==> src/hw/rtl/dlmc_pkg.sv <==
// Desk lift motion controller package: codes, register map, state and payload types.
// No dependencies; imported by dlmc_step, the top level and the testbench.

package dlmc_pkg;

   typedef enum logic [1:0] {
      DIR_UP   = 2'd0,
      DIR_DOWN = 2'd1,
      DIR_STOP = 2'd2
   } dlmc_dir_type;

   typedef enum logic [2:0] {
      CMD_NONE = 3'd0,
      CMD_SET  = 3'd1,
      CMD_HIGH = 3'd2,
      CMD_LOW  = 3'd3,
      CMD_STOP = 3'd4
   } dlmc_cmd_type;

   typedef enum logic [1:0] {
      EV_NONE   = 2'd0,
      EV_HEIGHT = 2'd1,
      EV_OTHER  = 2'd2
   } dlmc_event_type;

   typedef enum logic [2:0] {
      CSR_HIGH_PRESET  = 3'd0,
      CSR_LOW_PRESET   = 3'd1,
      CSR_UPPER_LIMIT  = 3'd2,
      CSR_LOWER_LIMIT  = 3'd3,
      CSR_DEBOUNCE_MS  = 3'd4,
      CSR_DOUBLE_MS    = 3'd5,
      CSR_GIVEUP_MS    = 3'd6
   } dlmc_csr_type;

   localparam int CSR_INDEX_W = 3;
   localparam int CSR_DATA_W  = 16;

   localparam logic [7:0]  HIGH_PRESET_RST  = 8'd110;
   localparam logic [7:0]  LOW_PRESET_RST   = 8'd80;
   localparam logic [7:0]  UPPER_LIMIT_RST  = 8'd114;
   localparam logic [7:0]  LOWER_LIMIT_RST  = 8'd70;
   localparam logic [15:0] DEBOUNCE_MS_RST  = 16'd50;
   localparam logic [15:0] DOUBLE_MS_RST    = 16'd500;
   localparam logic [15:0] GIVEUP_MS_RST    = 16'd2000;

   typedef struct packed {
      logic [7:0]  high_preset;
      logic [7:0]  low_preset;
      logic [7:0]  upper_limit;
      logic [7:0]  lower_limit;
      logic [15:0] debounce_ms;
      logic [15:0] double_press_ms;
      logic [15:0] giveup_ms;
   } dlmc_cfg_type;

   typedef struct packed {
      logic [7:0]        cur_height;
      logic [7:0]        tgt_height;
      logic              seeking;
      dlmc_dir_type      dir;
      logic [1:0]        drive_lines;   // bit 0 up, bit 1 down
      logic              halt;
      logic [1:0]        pressed;       // bit 0 up, bit 1 down
      logic [1:0][31:0]  change_time;
      logic [1:0][31:0]  press_time;
      logic [31:0]       act_time;
   } dlmc_state_type;

   typedef struct packed {
      logic [31:0] now_ms;
      logic        button_up;
      logic        button_down;
      logic [1:0]  display_event;
      logic [7:0]  reported_height;
      logic [2:0]  command;
      logic [7:0]  requested_height;
   } dlmc_req_type;

   typedef struct packed {
      logic        drive_up;
      logic        drive_down;
      logic [1:0]  motion;
      logic [7:0]  height_now;
      logic [7:0]  height_goal;
      logic        seek_active;
      logic        halted;
      logic        command_rejected;
   } dlmc_rsp_type;

endpackage

==> src/hw/rtl/dlmc_req_if.sv <==
// Request channel of the desk lift controller: valid/ready plus one control pass.
// Standalone; no package dependency.

interface dlmc_req_if;
   logic        valid;
   logic        ready;
   logic [31:0] now_ms;
   logic        button_up;
   logic        button_down;
   logic [1:0]  display_event;
   logic [7:0]  reported_height;
   logic [2:0]  command;
   logic [7:0]  requested_height;

   modport source (
      output valid, now_ms, button_up, button_down, display_event,
             reported_height, command, requested_height,
      input  ready
   );

   modport sink (
      input  valid, now_ms, button_up, button_down, display_event,
             reported_height, command, requested_height,
      output ready
   );
endinterface

==> src/hw/rtl/dlmc_rsp_if.sv <==
// Response channel of the desk lift controller: valid/ready plus drive and status fields.
// Standalone; no package dependency.

interface dlmc_rsp_if;
   logic       valid;
   logic       ready;
   logic       drive_up;
   logic       drive_down;
   logic [1:0] motion;
   logic [7:0] height_now;
   logic [7:0] height_goal;
   logic       seek_active;
   logic       halted;
   logic       command_rejected;

   modport source (
      output valid, drive_up, drive_down, motion, height_now, height_goal,
             seek_active, halted, command_rejected,
      input  ready
   );

   modport sink (
      input  valid, drive_up, drive_down, motion, height_now, height_goal,
             seek_active, halted, command_rejected,
      output ready
   );
endinterface

==> src/hw/rtl/dlmc_step.sv <==
// One control pass: next controller state and response from current state and request.
// Depends on dlmc_pkg.

module dlmc_step (
   input  dlmc_pkg::dlmc_cfg_type   cfg,
   input  dlmc_pkg::dlmc_state_type state_cur,
   input  dlmc_pkg::dlmc_req_type   req,
   output dlmc_pkg::dlmc_state_type state_next,
   output dlmc_pkg::dlmc_rsp_type   rsp
);
   import dlmc_pkg::*;

   function automatic logic height_ok(logic [7:0] h, dlmc_dir_type d, dlmc_cfg_type c);
      logic ok;
      ok = (h >= c.lower_limit && h <= c.upper_limit)
        || (d == DIR_UP && h <= c.upper_limit)
        || (d == DIR_DOWN && h >= c.lower_limit);
      return ok;
   endfunction

   function automatic dlmc_state_type halt_motion(dlmc_state_type st);
      dlmc_state_type r;
      r             = st;
      r.drive_lines = 2'b00;
      r.tgt_height  = st.cur_height;
      r.seeking     = 1'b0;
      r.dir         = DIR_STOP;
      return r;
   endfunction

   function automatic dlmc_state_type drive(dlmc_state_type st, dlmc_dir_type d,
                                            dlmc_cfg_type c);
      dlmc_state_type r;
      r = st;
      if (st.cur_height == 8'd0 || height_ok(st.cur_height, d, c)) begin
         r.drive_lines = (d == DIR_UP) ? 2'b01 : 2'b10;
         r.dir         = d;
      end else begin
         r = halt_motion(st);
      end
      return r;
   endfunction

   dlmc_state_type s;
   logic           rejected;
   logic [1:0]     lvl;
   logic [31:0]    idle_ms;
   dlmc_dir_type   seek_dir;

   always_comb begin
      s        = state_cur;
      rejected = 1'b0;
      lvl      = {req.button_down, req.button_up};
      idle_ms  = '0;
      seek_dir = DIR_STOP;

      if (!state_cur.halt) begin
         if (req.display_event == EV_HEIGHT) begin
            if (req.reported_height != s.cur_height) begin
               s.cur_height = req.reported_height;
               s.act_time   = req.now_ms;
            end
         end else if (req.display_event == EV_OTHER) begin
            s.act_time = req.now_ms;
         end

         case (req.command)
            CMD_SET: begin
               if (height_ok(req.requested_height, DIR_STOP, cfg)) begin
                  s.tgt_height = req.requested_height;
                  s.seeking    = 1'b1;
               end else begin
                  rejected = 1'b1;
               end
            end
            CMD_HIGH: begin
               s.seeking    = 1'b1;
               s.tgt_height = cfg.high_preset;
            end
            CMD_LOW: begin
               s.seeking    = 1'b1;
               s.tgt_height = cfg.low_preset;
            end
            CMD_STOP: s = halt_motion(s);
            default: ;
         endcase

         // up button first, then down
         for (int i = 0; i < 2; i++) begin
            if (lvl[i[0]] != s.pressed[i[0]] &&
                (req.now_ms - s.change_time[i[0]]) > {16'd0, cfg.debounce_ms}) begin
               s.pressed[i[0]]     = lvl[i[0]];
               s.change_time[i[0]] = req.now_ms;
               s.act_time          = req.now_ms;
               if (lvl[i[0]]) begin
                  if ((req.now_ms - s.press_time[i[0]]) < {16'd0, cfg.double_press_ms}) begin
                     s.seeking    = 1'b1;
                     s.tgt_height = i[0] ? cfg.low_preset : cfg.high_preset;
                  end else begin
                     s.press_time[i[0]] = req.now_ms;
                     s.seeking          = 1'b0;
                  end
               end
            end
         end

         idle_ms  = req.now_ms - s.act_time;
         seek_dir = (s.cur_height > s.tgt_height) ? DIR_DOWN : DIR_UP;

         if (s.pressed[0] && s.pressed[1]) begin
            if (!s.seeking && idle_ms > {16'd0, cfg.giveup_ms}) begin
               s      = halt_motion(s);
               s.halt = 1'b1;
            end else if (s.cur_height != s.tgt_height) begin
               if (s.seeking) begin
                  s = drive(s, seek_dir, cfg);
               end
            end else begin
               s = halt_motion(s);
            end
         end else if (s.pressed[0]) begin
            s = drive(s, DIR_UP, cfg);
         end else if (s.pressed[1]) begin
            s = drive(s, DIR_DOWN, cfg);
         end else if (!s.seeking) begin
            if (s.dir != DIR_STOP) begin
               s = halt_motion(s);
            end
         end else if (s.cur_height != s.tgt_height) begin
            s = drive(s, seek_dir, cfg);
         end else begin
            s = halt_motion(s);
         end
      end

      state_next           = s;
      rsp.drive_up         = s.drive_lines[0];
      rsp.drive_down       = s.drive_lines[1];
      rsp.motion           = s.dir;
      rsp.height_now       = s.cur_height;
      rsp.height_goal      = s.tgt_height;
      rsp.seek_active      = s.seeking;
      rsp.halted           = s.halt;
      rsp.command_rejected = rejected;
   end

endmodule

==> src/hw/rtl/desk_lift_motion_controller.sv <==
// Desk lift motion controller top level: config registers, state and response registers.
// Depends on dlmc_pkg, dlmc_req_if, dlmc_rsp_if and dlmc_step.

// Each request transaction is one control pass (display report, remote command, debounced
// buttons, motor drive) and yields exactly one response transaction. A pass is evaluated in
// the cycle it is accepted and its response is registered; a new request is taken every
// cycle while the response register is empty or being drained, and the single response
// register is the only buffering. Configuration writes take effect from the next edge and
// are meant to happen while the block is idle. A safety halt, once latched, freezes the
// reported state with drives off until reset.

module desk_lift_motion_controller (
   input  logic                              clock,
   input  logic                              reset,
   dlmc_req_if.sink                          req_chan,
   dlmc_rsp_if.source                        rsp_chan,
   input  logic                              csr_we,
   input  logic [dlmc_pkg::CSR_INDEX_W-1:0]  csr_index,
   input  logic [dlmc_pkg::CSR_DATA_W-1:0]   csr_wdata
);
   import dlmc_pkg::*;

   dlmc_cfg_type   cfg_ff;
   dlmc_cfg_type   cfg_in;
   dlmc_state_type state_ff;
   dlmc_state_type state_in;
   dlmc_rsp_type   rsp_ff;
   dlmc_rsp_type   rsp_in;
   logic           rsp_valid_ff;
   logic           rsp_valid_in;
   dlmc_req_type   req;
   logic           accept;

   assign req.now_ms           = req_chan.now_ms;
   assign req.button_up        = req_chan.button_up;
   assign req.button_down      = req_chan.button_down;
   assign req.display_event    = req_chan.display_event;
   assign req.reported_height  = req_chan.reported_height;
   assign req.command          = req_chan.command;
   assign req.requested_height = req_chan.requested_height;

   assign req_chan.ready = !rsp_valid_ff || rsp_chan.ready;
   assign accept         = req_chan.valid && req_chan.ready;

   dlmc_step u_step (
      .cfg        (cfg_ff),
      .state_cur  (state_ff),
      .req        (req),
      .state_next (state_in),
      .rsp        (rsp_in)
   );

   always_comb begin
      cfg_in = cfg_ff;
      if (csr_we) begin
         case (csr_index)
            CSR_HIGH_PRESET: cfg_in.high_preset     = csr_wdata[7:0];
            CSR_LOW_PRESET:  cfg_in.low_preset      = csr_wdata[7:0];
            CSR_UPPER_LIMIT: cfg_in.upper_limit     = csr_wdata[7:0];
            CSR_LOWER_LIMIT: cfg_in.lower_limit     = csr_wdata[7:0];
            CSR_DEBOUNCE_MS: cfg_in.debounce_ms     = csr_wdata;
            CSR_DOUBLE_MS:   cfg_in.double_press_ms = csr_wdata;
            CSR_GIVEUP_MS:   cfg_in.giveup_ms       = csr_wdata;
            default: ;
         endcase
      end
   end

   assign rsp_valid_in = accept || (rsp_valid_ff && !rsp_chan.ready);

   always_ff @(posedge clock) begin
      if (reset) begin
         cfg_ff.high_preset     <= HIGH_PRESET_RST;
         cfg_ff.low_preset      <= LOW_PRESET_RST;
         cfg_ff.upper_limit     <= UPPER_LIMIT_RST;
         cfg_ff.lower_limit     <= LOWER_LIMIT_RST;
         cfg_ff.debounce_ms     <= DEBOUNCE_MS_RST;
         cfg_ff.double_press_ms <= DOUBLE_MS_RST;
         cfg_ff.giveup_ms       <= GIVEUP_MS_RST;
         state_ff               <= '{dir: DIR_STOP, default: '0};
         rsp_valid_ff           <= 1'b0;
      end else begin
         cfg_ff       <= cfg_in;
         rsp_valid_ff <= rsp_valid_in;
         if (accept) begin
            state_ff <= state_in;
         end
      end
   end

   always_ff @(posedge clock) begin
      if (accept) begin
         rsp_ff <= rsp_in;
      end
   end

   assign rsp_chan.valid            = rsp_valid_ff;
   assign rsp_chan.drive_up         = rsp_ff.drive_up;
   assign rsp_chan.drive_down       = rsp_ff.drive_down;
   assign rsp_chan.motion           = rsp_ff.motion;
   assign rsp_chan.height_now       = rsp_ff.height_now;
   assign rsp_chan.height_goal      = rsp_ff.height_goal;
   assign rsp_chan.seek_active      = rsp_ff.seek_active;
   assign rsp_chan.halted           = rsp_ff.halted;
   assign rsp_chan.command_rejected = rsp_ff.command_rejected;

endmodule

==> src/flat_wrapper.sv <==
// flat-port wrapper written by rule: the top's interface ports become plain ports
module desk_lift_motion_controller_flat import dlmc_pkg::*;
  (clock, reset, csr_we, csr_index, csr_wdata, req_chan_valid, req_chan_now_ms, req_chan_button_up, req_chan_button_down, req_chan_display_event, req_chan_reported_height, req_chan_command, req_chan_requested_height, req_chan_ready, rsp_chan_valid, rsp_chan_drive_up, rsp_chan_drive_down, rsp_chan_motion, rsp_chan_height_now, rsp_chan_height_goal, rsp_chan_seek_active, rsp_chan_halted, rsp_chan_command_rejected, rsp_chan_ready);
  dlmc_req_if req_chan_i ();
  dlmc_rsp_if rsp_chan_i ();
  input  logic clock;
  input  logic reset;
  input  logic csr_we;
  input  logic [dlmc_pkg::CSR_INDEX_W-1:0] csr_index;
  input  logic [dlmc_pkg::CSR_DATA_W-1:0] csr_wdata;
  input wire logic [$bits(req_chan_i.valid)-1:0] req_chan_valid;
  input wire logic [$bits(req_chan_i.now_ms)-1:0] req_chan_now_ms;
  input wire logic [$bits(req_chan_i.button_up)-1:0] req_chan_button_up;
  input wire logic [$bits(req_chan_i.button_down)-1:0] req_chan_button_down;
  input wire logic [$bits(req_chan_i.display_event)-1:0] req_chan_display_event;
  input wire logic [$bits(req_chan_i.reported_height)-1:0] req_chan_reported_height;
  input wire logic [$bits(req_chan_i.command)-1:0] req_chan_command;
  input wire logic [$bits(req_chan_i.requested_height)-1:0] req_chan_requested_height;
  output wire logic [$bits(req_chan_i.ready)-1:0] req_chan_ready;
  output wire logic [$bits(rsp_chan_i.valid)-1:0] rsp_chan_valid;
  output wire logic [$bits(rsp_chan_i.drive_up)-1:0] rsp_chan_drive_up;
  output wire logic [$bits(rsp_chan_i.drive_down)-1:0] rsp_chan_drive_down;
  output wire logic [$bits(rsp_chan_i.motion)-1:0] rsp_chan_motion;
  output wire logic [$bits(rsp_chan_i.height_now)-1:0] rsp_chan_height_now;
  output wire logic [$bits(rsp_chan_i.height_goal)-1:0] rsp_chan_height_goal;
  output wire logic [$bits(rsp_chan_i.seek_active)-1:0] rsp_chan_seek_active;
  output wire logic [$bits(rsp_chan_i.halted)-1:0] rsp_chan_halted;
  output wire logic [$bits(rsp_chan_i.command_rejected)-1:0] rsp_chan_command_rejected;
  input wire logic [$bits(rsp_chan_i.ready)-1:0] rsp_chan_ready;
  assign req_chan_i.valid = req_chan_valid;
  assign req_chan_i.now_ms = req_chan_now_ms;
  assign req_chan_i.button_up = req_chan_button_up;
  assign req_chan_i.button_down = req_chan_button_down;
  assign req_chan_i.display_event = req_chan_display_event;
  assign req_chan_i.reported_height = req_chan_reported_height;
  assign req_chan_i.command = req_chan_command;
  assign req_chan_i.requested_height = req_chan_requested_height;
  assign req_chan_ready = req_chan_i.ready;
  assign rsp_chan_valid = rsp_chan_i.valid;
  assign rsp_chan_drive_up = rsp_chan_i.drive_up;
  assign rsp_chan_drive_down = rsp_chan_i.drive_down;
  assign rsp_chan_motion = rsp_chan_i.motion;
  assign rsp_chan_height_now = rsp_chan_i.height_now;
  assign rsp_chan_height_goal = rsp_chan_i.height_goal;
  assign rsp_chan_seek_active = rsp_chan_i.seek_active;
  assign rsp_chan_halted = rsp_chan_i.halted;
  assign rsp_chan_command_rejected = rsp_chan_i.command_rejected;
  assign rsp_chan_i.ready = rsp_chan_ready;
  desk_lift_motion_controller u_core (.clock(clock), .reset(reset), .req_chan(req_chan_i), .rsp_chan(rsp_chan_i), .csr_we(csr_we), .csr_index(csr_index), .csr_wdata(csr_wdata));
endmodule
==> config.mk <==
export PLATFORM = sky130hd
export DESIGN_NAME = desk_lift_motion_controller_flat
export DESIGN_NICKNAME = d
export VERILOG_FILES = /design/src/hw/rtl/dlmc_pkg.sv /design/src/hw/rtl/dlmc_req_if.sv /design/src/hw/rtl/dlmc_rsp_if.sv /design/src/hw/rtl/dlmc_step.sv /design/src/hw/rtl/desk_lift_motion_controller.sv /design/src/flat_wrapper.sv
export SDC_FILE = /design/constraint.sdc
export NUM_CORES = 1
export LEC_CHECK = 0
export BUFFER_PORTS_ARGS = -buffer_cell sky130_fd_sc_hd__buf_2
export CAP_MARGIN = 20
export CELL_PAD_IN_SITES_DETAIL_PLACEMENT = 1
export CELL_PAD_IN_SITES_GLOBAL_PLACEMENT = 1
export CORE_UTILIZATION = 49
export CTS_BUF_LIST = sky130_fd_sc_hd__clkbuf_8
export CTS_CLUSTER_SIZE = 24
export DETAILED_ROUTE_END_ITERATION = 6
export GPL_ROUTABILITY_DRIVEN = 0
export GPL_TIMING_DRIVEN = 0
export PLACE_DENSITY = 0.95
export SLEW_MARGIN = 20
export SYNTH_ARGS = -nofsm -noshare
export SYNTH_HDL_FRONTEND = slang
export SYNTH_HIERARCHICAL = 1
export SYNTH_SLANG_ARGS = --single-unit
==> constraint.sdc <==
create_clock -name clock -period 12.4 [get_ports clock]
set_clock_uncertainty 0.15 [all_clocks]
set_input_delay 0 -clock clock [delete_from_list [all_inputs] [get_ports clock]]
set_output_delay 0 -clock clock [all_outputs]
set_load 0.05 [all_outputs]
==> summary.md, run 1 <==
| Metric | Value |
|---|---|
| Final HPWL from detailed placement | `94.6 mm` |
| Synth Net Count | `between 4k and 5k` |
| Log Error | `[ERROR GRT-0116] Global routing finished with congestion. Check the congestion regions in the DRC Viewer.` |
| Top post-synthesis cells by area | `dfxtp_1, ha_1, a21oi_1, a21bo_2, nand3_1` |
| Clock sink total | `around 290` |
| Synthesized area per cell | `~7.6 um2` |
| Io pins | `104` |
| Mux cell area share after synthesis | `0.0660` |
| Syn Inst Count | `around 3.8k` |
| Largest area contributor in the netlist | `dfxtp_1` |
| Exit stage | `global routing (5_1_grt)` |
| Die height | `~250 um` |
| H-tree lvl count | `2` |
| Gr ovfl total | `15` |
| Synth unique cells | `112` |
| Post-synthesis compound-gate area fraction | `0.305` |
| DP Area | `slightly above 0.03 mm2` |
| Largest net degree at the start of global routing | `25` |
| Syn Std Cell Area | `slightly below 0.03 mm2` |
| First-pass GRT wire length | `about 320 mm` |
| Syn. warnings | `6` |
| Yosys top cell area share | `0.183` |
| Std-Cell Rows | `between 80 and 90` |
| CTS max path bufs | `3` |
| Die Wd | `around 250 um` |
| PortBufs | `97` |
| Num CTS Buffers | `52` |
| Post-synthesis adder-cell area fraction | `0.121` |
| XOR/XNOR share of the synthesized area | `0.0320` |
| Clock Tree Root | `clkbuf_8` |
| Main combinational cell family by area after synthesis | `compound AO/OA/AOI/OAI gates` |
| Commonest cells post-synth | `a21oi_1, nand2_1, ha_1` |
| Placed instance count | `~4.7k` |
| Top-count cell post-synth | `a21oi_1` |
| Top_reg_cell synth | `dfxtp_1` |
| Total GRT Usage | `0.718` |
| Asr flop ratio synth | `0` |
| Number of flops mapped to enable cells by yosys | `23` |
| Vias in the first global route | `43.4k` |
| Post-synthesis simple-gate area fraction | `0.194` |
| Seq/Total Area, Yosys | `0.207` |
| Initial Util | `0.499` |
| Number of synthesized register bits | `around 290` |
| Status | `aborted with a tool error` |
==> stage by stage <==
step / TNS (ps) / util / setup slack [ps] / hold slack, ps
2_1_floorplan: 0 / - / 1090 / -22.8
3_5_place_dp: -31520 / 0.525 / -1590 / 137
4_1_cts: 0 / 0.568 / 6.91 / 3.36
3_3_place_gp: -22400 / 0.524 / -1210 / 122
==> routing by layer <==
metal  GRT usage  GRT overflow
met5       0.402             0
met4       0.671             8
met3       0.603             2
met2       0.870             5
met1       0.708             0
==> logic make-up after synthesis <==
| logic type | after synthesis |
|---|---|
| XOR/XNOR | 106 |
| buffers and inverters | 502 |
| AND/OR/NAND/NOR | 1151 |
| multiplexers | 179 |
| flip-flops | 288 |
| AO/OA/AOI/OAI | 1304 |
| adder cells (fa/ha/maj) | 278 |
==> what timing repair did <==
item | in CTS
endpoints found under the setup margin | 26
resized for setup | 53
setup buffers | 29
pin swaps | 34
hold endpoints to repair | 218
hold buffers | 79
==> run 2: changes to the inputs <==
--- a/config.mk
+++ b/config.mk
@@ -7,15 +7,11 @@
 export LEC_CHECK = 0
 export BUFFER_PORTS_ARGS = -buffer_cell sky130_fd_sc_hd__buf_2
 export CAP_MARGIN = 20
-export CELL_PAD_IN_SITES_DETAIL_PLACEMENT = 1
-export CELL_PAD_IN_SITES_GLOBAL_PLACEMENT = 1
-export CORE_UTILIZATION = 49
-export CTS_BUF_LIST = sky130_fd_sc_hd__clkbuf_8
-export CTS_CLUSTER_SIZE = 24
+export CORE_UTILIZATION = 40
 export DETAILED_ROUTE_END_ITERATION = 6
 export GPL_ROUTABILITY_DRIVEN = 0
 export GPL_TIMING_DRIVEN = 0
-export PLACE_DENSITY = 0.95
+export PLACE_DENSITY_LB_ADDON = 0.15
 export SLEW_MARGIN = 20
 export SYNTH_ARGS = -nofsm -noshare
 export SYNTH_HDL_FRONTEND = slang
==> summary.md, run 2 <==
| Metric | Value |
|---|---|
| Status | `finished clean` |
| Total GRT Usage | `0.285` |
| Syn Inst Count | `about 3.8k` |
| Clock sink total | `288` |
| TritonCTS clock tree | `done` |
| Asr flop ratio synth | `0` |
| Number of flops mapped to enable cells by yosys | `23` |
| Final Critical Period | `12,060 ps` |
| Post-route cell area | `about 0.033 mm2` |
| DP Area | `between 0.03 and 0.04 mm2` |
| Number of synthesized register bits | `288` |
| M2 GR Usage | `0.456` |
| Share of layout cells above drive strength 1 | `0.155` |
| Most frequent CP cell | `a21o_1` |
| Worst Setup SP | `u_core/state_ff[131]` |
| CP Class | `register to register` |
| GR Util met3 | `0.0412` |
| Post-synthesis simple-gate area fraction | `0.194` |
| Die Wd | `around 270 um` |
| CP max stage cell | `or4_4` |
| Layout area overhead | `14.4%` |
| Vias in the first global route | `approximately 27k` |
| Final WL | `roughly 110 mm` |
| Clk_lat worst skew | `roughly 570 ps` |
| Leading cell type in the layout, fill and taps excluded | `a21oi_1` |
| Reg2Reg Capture Point | `u_core/state_ff[174]` |
| Syn Std Cell Area | `around 0.029 mm2` |
| R2r setup slk | `around 340 ps` |
| Std-Cell Rows | `between 90 and 100` |
| Hold_ws | `50.7 ps` |
| PwrDens | `between 100 and 150 mW/mm2` |
| Startpoint Class | `register` |
| Die height | `roughly 270 um` |
| Reg clk slew, reported paths | `about 60 ps` |
| Vias/cell | `a little under 6` |
| Commonest cells post-synth | `a21oi_1, nand2_1, ha_1` |
| HP Class | `input port to register` |
| Hold path start | `req_chan_reported_height[4]` |
| Post-synthesis compound-gate area fraction | `0.305` |
| Num CTS Buffers | `38` |
| Main combinational cell family by area after synthesis | `compound AO/OA/AOI/OAI gates` |
| Maxcap violations | `0` |
| Die ar. | `approximately 0.074 mm2` |
| First-pass GRT wire length | `roughly 160 mm` |
| Static Leakage | `13.1 nW` |
| Largest net degree at the start of global routing | `17` |
| GR peak layer | `met2` |
| Top reg by flops | `u_core/state_ff` |
| Top-count cell post-synth | `a21oi_1` |
| Synth unique cells | `roughly 110` |
| CTS max path bufs | `3` |
| Initial Util | `0.405` |
| Yosys top cell area share | `0.183` |
| Max reg flops | `around 180` |
| XOR/XNOR share of the synthesized area | `0.0320` |
| Routed WL per cell | `between 20 and 25 um` |
| Top_reg_cell synth | `dfxtp_1` |
| Final Power | `between 0.003 and 0.004 W` |
| Cells on worst reg2reg path | `58` |
| Final Net Count | `4,386` |
| Fin. Hold Viols | `0` |
| Worst Tran Pin Value | `1300 ps` |
| Top post-synthesis cells by area | `dfxtp_1, ha_1, a21oi_1, a21bo_2, nand3_1` |
| PortBufs | `97` |
| Violation count after the first detailed-routing iteration | `roughly 2.6k` |
| Worst Hold Endpoint | `u_core/rsp_chan.height_now[4]` |
| Seq/Total Area, Yosys | `0.207` |
| DRT Pass-1 Iters | `6` |
| CP endpoint kind | `register` |
| H-tree lvl count | `2` |
| Antenna violations before repair | `3` |
| Max-slew headroom | `0.126` |
| Clock Tree Root | `clkbuf_16` |
| Mux cell area share after synthesis | `0.0660` |
| Drt drc | `0` |
| Peak VDD IR | `0.103 mV` |
| CP required | `roughly 13,000 ps` |
| Final HPWL from detailed placement | `about 82 mm` |
| Slowest cell delay on critical path | `around 630 ps` |
| Synthesized area per cell | `around 7.6 um2` |
| Core Box Area | `~0.072 mm2` |
| Final setup viols | `0` |
| DRT antenna net count | `0` |
| Largest registers | `u_core/state_ff: 184 flops, u_core/cfg_ff: 80 flops` |
| DR vias | `a little under 30k` |
| GR met1 Demand/Resource | `0.384` |
| Syn. warnings | `6` |
| Gr ovfl total | `0` |
| Critical Path AT | `12,410 ps` |
| Slew Limit Fails | `0` |
| Synth Net Count | `4,162` |
| Post-synthesis adder-cell area fraction | `0.121` |
| R2r startpoint | `u_core/state_ff[131]` |
| Unrepaired setup endpoints after global routing | `true` |
| Ratio of final minimum period to clock period | `0.972` |
| Hold depth | `3` |
| F_max | `82.9 MHz` |
| Largest area contributor in the netlist | `dfxtp_1` |
| N_diodes | `0` |
| Most frequent cells in the layout | `a21oi_1, nand2_1, ha_1, dfxtp_1, inv_1` |
| CP Max Fanout | `10` |
| Io pins | `~100` |
[run 2: cell counts after synthesis]
Identical to the previous run, type by type.
[run 2: how the worst max path moves through the flow]
stage | endpoint | slack [ps] | cells after the start
finish | u_core/state_ff[174] | 340 | 58
floorplan | u_core/state_ff[175] | 1090 | 53
detailed placement | u_core/state_ff[175] | -1230 | 52
global placement | u_core/state_ff[175] | -1260 | 50
CTS | u_core/state_ff[175] | 5 | 57
global route | u_core/state_ff[174] | -110 | 58
[run 2: cells by family (layout without fill, tap and decap cells)]
logic type | after synthesis | count (layout)
and+or+nand+nor | 1151 | 1151
buffers and inverters | 502 | 755
xor gates and xnor gates | 106 | 106
muxes | 179 | 179
adders and majority gates | 278 | 278
AOI/OAI and AO/OA | 1304 | 1304
DFF | 288 | 288
[run 2: cell type report]
cell class / instances / area (um2)
buffer: 240 / 1190
inverter: 261 / 980
timing repair buffer: 185 / 1330
clock inverter: 13 / 181
clock buffer: 56 / 1150
sequential: 288 / 6000
fill: 7396 / 38500
tap: 950 / 1190
multi-input combinational: 3018 / 21100
[run 2: routing by layer]
| layer | share of wire | vias up |
|---|---|---|
| li1 | - | 14300 |
| met1 | 0.45 | 13700 |
| met2 | 0.45 | 920 |
| met3 | 0.061 | 161 |
| met4 | 0.039 | 0 |
| met5 | 0 | - |
[run 2: stage by stage]
stage	setup TNS, ps	util	worst slack (ps)	instances
detailed placement	-18090	0.429	-1230	4858
floorplan	0	-	1090	3808
global placement	-18980	0.428	-1260	4855
global route	-515	0.463	-115	5011
CTS	0	0.458	4.61	4997
finish	0	0.463	344	5011
[run 2: critical path, delay by kind of cell (launching register included)]
family	cells	cell delay (ps)
multiplexers	2	510
XOR/XNOR	2	260
flip-flops	1	330
AND/OR/NAND/NOR	18	3260
AO/OA/AOI/OAI	28	5530
adder cells (fa/ha/maj)	4	1230
buffers and inverters	4	700
[run 2: power breakdown]
part / switching, W / leakage (nW) / internal, W
sequential: 0.0000324 / 2.39 / 0.000989
clock: 0.000466 / 0.659 / 0.000709
combinational: 0.000855 / 10.0 / 0.000548
[run 2: repair_timing]
item,in CTS,in global routing
setup endpoints to repair,25,25
hold buffers,65,0
cloned,0,0
pin swaps,4,31
gates resized for setup,16,51
hold endpoints to repair,145,0
buffers inserted,5,15
Power figures use the tool's default switching activity.
